$ cat config.mk
export PLATFORM = sky130hd
export DESIGN_NAME = dhoat_ctrl
export DESIGN_NICKNAME = d
export VERILOG_FILES = /design/src/design/dhoat_pkg.sv /design/src/design/dhoat_ctrl.sv
export SDC_FILE = /design/constraint.sdc
export NUM_CORES = 1
export LEC_CHECK = 0
export ABC_AREA = 0
export BUFFER_PORTS_ARGS = -buffer_cell sky130_fd_sc_hd__clkbuf_2
export CORE_AREA = 2 2 39 41
export CTS_CLUSTER_SIZE = 28
export DETAILED_ROUTE_END_ITERATION = 6
export DIE_AREA = 0 0 41 43
export RECOVER_POWER = 25
export SLEW_MARGIN = 40
export SYNTH_ARGS = -nofsm -noshare
export SYNTH_HDL_FRONTEND = slang
export SYNTH_SLANG_ARGS = --single-unit
$ cat constraint.sdc
create_clock -name i_clk -period 1.2 [get_ports i_clk]
set_clock_uncertainty 0.2 [all_clocks]
set_input_delay 0.06 -clock i_clk [delete_from_list [all_inputs] [get_ports i_clk]]
set_output_delay 0.06 -clock i_clk [all_outputs]
set_load 0.05 [all_outputs]
$ cat src/design/dhoat_pkg.sv
// shared types and constants for the double-hashing open-address table
// no dependencies; imported by every module of the block
`timescale 1ns / 1ps

package dhoat_pkg;

    localparam int unsigned SLOTS       = 256;
    localparam int unsigned SLOT_W      = $clog2(SLOTS);
    localparam int unsigned KEY_W       = 31;
    localparam int unsigned VAL_W       = 32;
    localparam int unsigned COUNT_W     = 9;
    localparam int unsigned IN_TDATA_W  = 64;
    localparam int unsigned OUT_TDATA_W = 48;
    localparam int unsigned OUT_PAD_W   = OUT_TDATA_W - VAL_W - COUNT_W;

    localparam logic [31:0] HOME_MUL = 32'd2654435766;
    localparam logic [31:0] STEP_MUL = 32'd3037000499;

    localparam logic [COUNT_W-1:0] LIMIT_RESET = 9'd64;

    localparam logic [1:0] CMD_INSERT = 2'd0;
    localparam logic [1:0] CMD_FIND   = 2'd1;
    localparam logic [1:0] CMD_REMOVE = 2'd2;

    localparam logic [1:0] MARK_EMPTY = 2'd0;
    localparam logic [1:0] MARK_USED  = 2'd1;
    localparam logic [1:0] MARK_TOMB  = 2'd2;

    localparam logic [1:0] ST_DONE = 2'd0;
    localparam logic [1:0] ST_DUP  = 2'd1;
    localparam logic [1:0] ST_MISS = 2'd2;
    localparam logic [1:0] ST_FULL = 2'd3;

    typedef struct packed {
        logic [1:0]       mark;
        logic [KEY_W-1:0] key;
        logic [VAL_W-1:0] value;
    } t_row;

    typedef struct packed {
        logic       load_item;
        logic       calc_home;
        logic       calc_step;
        logic       rd_next;
        logic       ins_write;
        logic       tomb_write;
        logic       advance;
        logic       set_result;
        logic [1:0] res_status;
        logic       res_take_value;
        logic       out_load;
    } t_dp_cmd;

    typedef struct packed {
        logic [1:0] op;
        logic       below_limit;
        logic [1:0] mark;
        logic       key_match;
        logic       last_probe;
        logic       out_free;
    } t_dp_stat;

endpackage

$ cat src/design/dhoat_ctrl.sv
// controller state machine: sequences hashing, probing and result hand-off
// depends on dhoat_pkg; drives the datapath through t_dp_cmd
`timescale 1ns / 1ps

module dhoat_ctrl (
    input  logic                i_clk,
    input  logic                i_rst_n,
    input  logic                i_in_valid,
    output logic                o_in_ready,
    input  dhoat_pkg::t_dp_stat i_stat,
    output dhoat_pkg::t_dp_cmd  o_cmd
);
    import dhoat_pkg::*;

    typedef enum logic [2:0] {
        S_IDLE,
        S_HOME,
        S_STEP,
        S_PROBE,
        S_FINISH
    } t_state;

    t_state  r_state;
    t_state  n_state;
    t_dp_cmd cmd;

    assign o_in_ready = (r_state == S_IDLE);
    assign o_cmd      = cmd;

    always_comb begin
        cmd     = '0;
        n_state = r_state;
        case (r_state)
            S_IDLE: begin
                if (i_in_valid) begin
                    cmd.load_item = 1'b1;
                    n_state       = S_HOME;
                end
            end
            S_HOME: begin
                cmd.calc_home = 1'b1;
                if (i_stat.op == CMD_FIND || i_stat.op == CMD_REMOVE ||
                    (i_stat.op == CMD_INSERT && i_stat.below_limit)) begin
                    n_state = S_STEP;
                end else begin
                    cmd.set_result = 1'b1;
                    cmd.res_status = ST_FULL;
                    n_state        = S_FINISH;
                end
            end
            S_STEP: begin
                cmd.calc_step = 1'b1;
                n_state       = S_PROBE;
            end
            S_PROBE: begin
                cmd.rd_next = 1'b1;
                if (i_stat.op == CMD_INSERT) begin
                    if (i_stat.mark != MARK_USED) begin
                        cmd.ins_write  = 1'b1;
                        cmd.set_result = 1'b1;
                        cmd.res_status = ST_DONE;
                        n_state        = S_FINISH;
                    end else if (i_stat.key_match) begin
                        cmd.set_result = 1'b1;
                        cmd.res_status = ST_DUP;
                        n_state        = S_FINISH;
                    end else if (i_stat.last_probe) begin
                        cmd.set_result = 1'b1;
                        cmd.res_status = ST_FULL;
                        n_state        = S_FINISH;
                    end else begin
                        cmd.advance = 1'b1;
                    end
                end else begin
                    if (i_stat.mark == MARK_EMPTY) begin
                        cmd.set_result = 1'b1;
                        cmd.res_status = ST_MISS;
                        n_state        = S_FINISH;
                    end else if (i_stat.mark == MARK_USED && i_stat.key_match) begin
                        cmd.set_result     = 1'b1;
                        cmd.res_status     = ST_DONE;
                        cmd.res_take_value = 1'b1;
                        cmd.tomb_write     = (i_stat.op == CMD_REMOVE);
                        n_state            = S_FINISH;
                    end else if (i_stat.last_probe) begin
                        cmd.set_result = 1'b1;
                        cmd.res_status = ST_FULL;
                        n_state        = S_FINISH;
                    end else begin
                        cmd.advance = 1'b1;
                    end
                end
            end
            S_FINISH: begin
                if (i_stat.out_free) begin
                    cmd.out_load = 1'b1;
                    n_state      = S_IDLE;
                end
            end
            default: begin
                n_state = S_IDLE;
            end
        endcase
    end

    always_ff @(posedge i_clk) begin
        if (!i_rst_n) begin
            r_state <= S_IDLE;
        end else begin
            r_state <= n_state;
        end
    end

endmodule

==> impl_metrics.yaml <==
route:
  detail_route.iter0.violations: 4
  route.detailed.wl_per_inst_um: 12.1
  final_antenna_net_count: 0
  vias_per_cell: 4.78
  dr.pass1.iters: 4
  routed_wl_um: 1310
  drcViolationCount: 0
  detailroute.via_count: 516
timing:
  minimum_period_implied_by_the_final_worst_setup_slack_ps: 1600
  slew_viol_final: 0
  slew-limit-headroom: 0.797
  rsz_0062_raised_after_global_routing: "yes"
  worst_hold_slack_ps: 207
  final_hold_viol_count: 0
  final.setup.tns_ps: -4530
  setup_violations: 16
  max_clock_freq_mhz: 624
  finalCritPeriodShare: 1.34
  timing.final.ws_setup_ps: -403
  tightestPinTransition_ps: 304
placement:
  placed_cell_area_um2: 636
  place_hpwl_um: 840
  finalWeightedCongestion: 0.754
  port_buffers: 23
synth:
  syn_inst: 46
  synth_top_cells_by_area: "sky130_fd_sc_hd__dfxtp_1 16%, sky130_fd_sc_hd__a21oi_1 6.8%, sky130_fd_sc_hd__ha_1 6.8%"
  ys_seq_elements: 3
  synth_nets: 59
  cell_taking_the_most_area_after_synthesis: "sky130_fd_sc_hd__dfxtp_1"
  ys_dominant_reg_cell: "sky130_fd_sc_hd__dfxtp_1"
  yosysMostFrequentCell: "sky130_fd_sc_hd__a21oi_1"
  ys_async_sr_fraction: 0
  yosys.cell_types.count: 27
  synthesis.area_um2: 370
  synth_edf_count: 0
  ys_top_cells_by_count: "5 x sky130_fd_sc_hd__a21oi_1, 4 x sky130_fd_sc_hd__inv_1, 4 x sky130_fd_sc_hd__nand2_1"
  synth.yosys.seq_area_share: 0.162
  ys.warnings.count: 0
  synth_top_cell_area_share: 0.162
  post_synth.cell_area_avg_um2: 8.05
clock_tree:
  worst_setup_hold_path_clk_slew_ps: 40
  cts.htree.levels: 1
  cts.sink_count: 3
  clock-root-buffer: "sky130_fd_sc_hd__clkbuf_4"
  cts_inserted_buffers: 3
  maximum_buffer_depth_of_the_clock_tree: 2
  clock_network_latency_to_the_later_pin_of_the_worst_skew_pair_ps: 230
  cts_tree: "yes"
final_layout:
  post-route-util: 0.716
  antenna_cells: 0
  register_area_um2: 68.8
  top_regs: "r_state: 3 flops"
  areaGrowthSynthToFinish_pct: 168
  final_layout_size_suffix_gt1_frac: 0.728
  fin_area_um2: 991
  fill_cells: 92
  largest_register_ffs: 3
  multiInputGateArea_um2: 365
  largest-register: "r_state"
  nets: 106
die:
  ios: 24
  y_dimension_of_the_die_um: 43
  start_util: 0.268
  design.die.area_um2: 1760
  placeableCoreArea_um2: 1380
  rows: 14
  die_w_um: 41
global_route:
  grt-ovfl-total: 0
  grt_use_total: 0.167
  grt_pass1_vias: 503
  grt_max_degree: 9
  number_of_antenna_violations_at_the_first_check_in_global_routing: 0
  grt_pass1_wl_um: 1980
pwr:
  leakage_nw: 0.469
  ir_worst_vdd_mv: 0.712
  total_power_mw: 0.789
  p_per_area_nw_per_um2: 797
setup_path:
  worst_r2r_setup_slack_ps: -190
  crit_path_max_fanout: 3
  worstSetupEndpointType: "primary output"
  crit_required_ps: 940
  cp_slowest_stage_delay_ps: 310
  cp.arrival_ps: 1340
  crit_slowest_cell: "sky130_fd_sc_hd__dfxtp_2"
  crit_path_start: "r_state[2]$_SDFFE_PN0P_"
  reg2reg_to: "r_state[2]$_SDFFE_PN0P_"
  worstSetupEndpoint: "o_cmd[6]"
  timing.reg2reg.worst_path_depth: 6
  start_kind: "flop"
  criticalPathCategory: "reg2out"
  timing.critical_path.cells: "nand3b_4 > nor4_4 > and2_4 > buf_8"
  regToRegStartpoint: "r_state[1]$_SDFFE_PN0P_"
hold_path:
  min_path_type: "in2reg"
job:
  max-cap-violations: 0
outcome:
  run_status: "finished with violations"
  failed_checks: "negative setup slack"
[final cells by class]
class,count,share of cell area
sequential,3,0.0694
tap,16,0.0202
clock buffer,4,0.0265
multi-input combinational,37,0.369
timing repair buffer,43,0.494
inverter,5,0.0215
[worst max-delay path: cells and delay by family (launching register included)]
kind | cells | cell delay, ps
AND/OR/NAND/NOR | 3 | 660
flip-flops | 1 | 310
buffers and inverters | 1 | 130
[layer usage]
metal | track usage | vias to the layer above | share of wire
li1 | - | 263 | -
met1 | 0.174 | 240 | 0.39
met2 | 0.294 | 13 | 0.58
met3 | 0.0314 | 0 | 0.034
met4 | 0.0800 | 0 | 0
met5 | 0 | - | 0
[layout by cell type (no fill, tap or decap), types with 2 or more instances in the layout]
master                          synthesis  final
sky130_fd_sc_hd__a21oi_1                5      5
sky130_fd_sc_hd__buf_8                  0      7
sky130_fd_sc_hd__clkbuf_2               0     10
sky130_fd_sc_hd__clkbuf_4               0      3
sky130_fd_sc_hd__nand2b_1               2      2
sky130_fd_sc_hd__nand2_1                4      3
sky130_fd_sc_hd__buf_6                  1      5
sky130_fd_sc_hd__buf_4                  0     10
sky130_fd_sc_hd__clkbuf_8               0      2
sky130_fd_sc_hd__o21ai_2                1      2
sky130_fd_sc_hd__clkbuf_16              0      5
sky130_fd_sc_hd__dfxtp_4                0      2
sky130_fd_sc_hd__inv_1                  4      3
sky130_fd_sc_hd__dlygate4sd3_1          0      3
sky130_fd_sc_hd__and2_4                 0      3
[repair_timing]
item,CTS,global route
endpoints found under the setup margin,16,16
buffers inserted,3,3
hold buffers,3,0
endpoints found under the hold margin,3,0
pin swaps,8,8
resized for setup,43,16
[how the worst min path moves through the flow]
stage,end,startpoint,slack (ps),cells past startpoint
final,r_state[0]$_SDFFE_PN0P_,i_stat[1],210,5
after global routing,r_state[0]$_SDFFE_PN0P_,i_stat[1],250,5
after CTS,r_state[0]$_SDFFE_PN0P_,i_stat[1],180,5
after detailed placement,r_state[2]$_SDFFE_PN0P_,i_rst_n,90,2
after global placement,r_state[2]$_SDFFE_PN0P_,i_rst_n,90,2
after floorplan,r_state[2]$_SDFFE_PN0P_,i_rst_n,-20,1
[power breakdown]
part | internal (mW) | switching [mW]
clock | 0.125 | 0.0515
combinational | 0.245 | 0.244
sequential | 0.111 | 0.0133
[per-stage QoR]
step / std cells / setup WS, ps
final: 108 / -403
after global routing: 108 / -458
after CTS: 106 / -404
after detailed placement: 96 / -409
after global placement: 96 / -387
after floorplan: 46 / -684
[logic make-up (layout without fill, tap and decap cells)]
group / count (synthesis) / count (layout) / share of synthesized area
AND/OR/NAND/NOR: 22 / 22 / 0.449
adder cells (fa/ha/maj): 2 / 2 / 0.0676
flip-flops: 3 / 3 / 0.162
AO/OA/AOI/OAI: 13 / 13 / 0.240
buffers and inverters: 6 / 52 / 0.0811
Note: power is estimated with default switching activity, not from simulation.
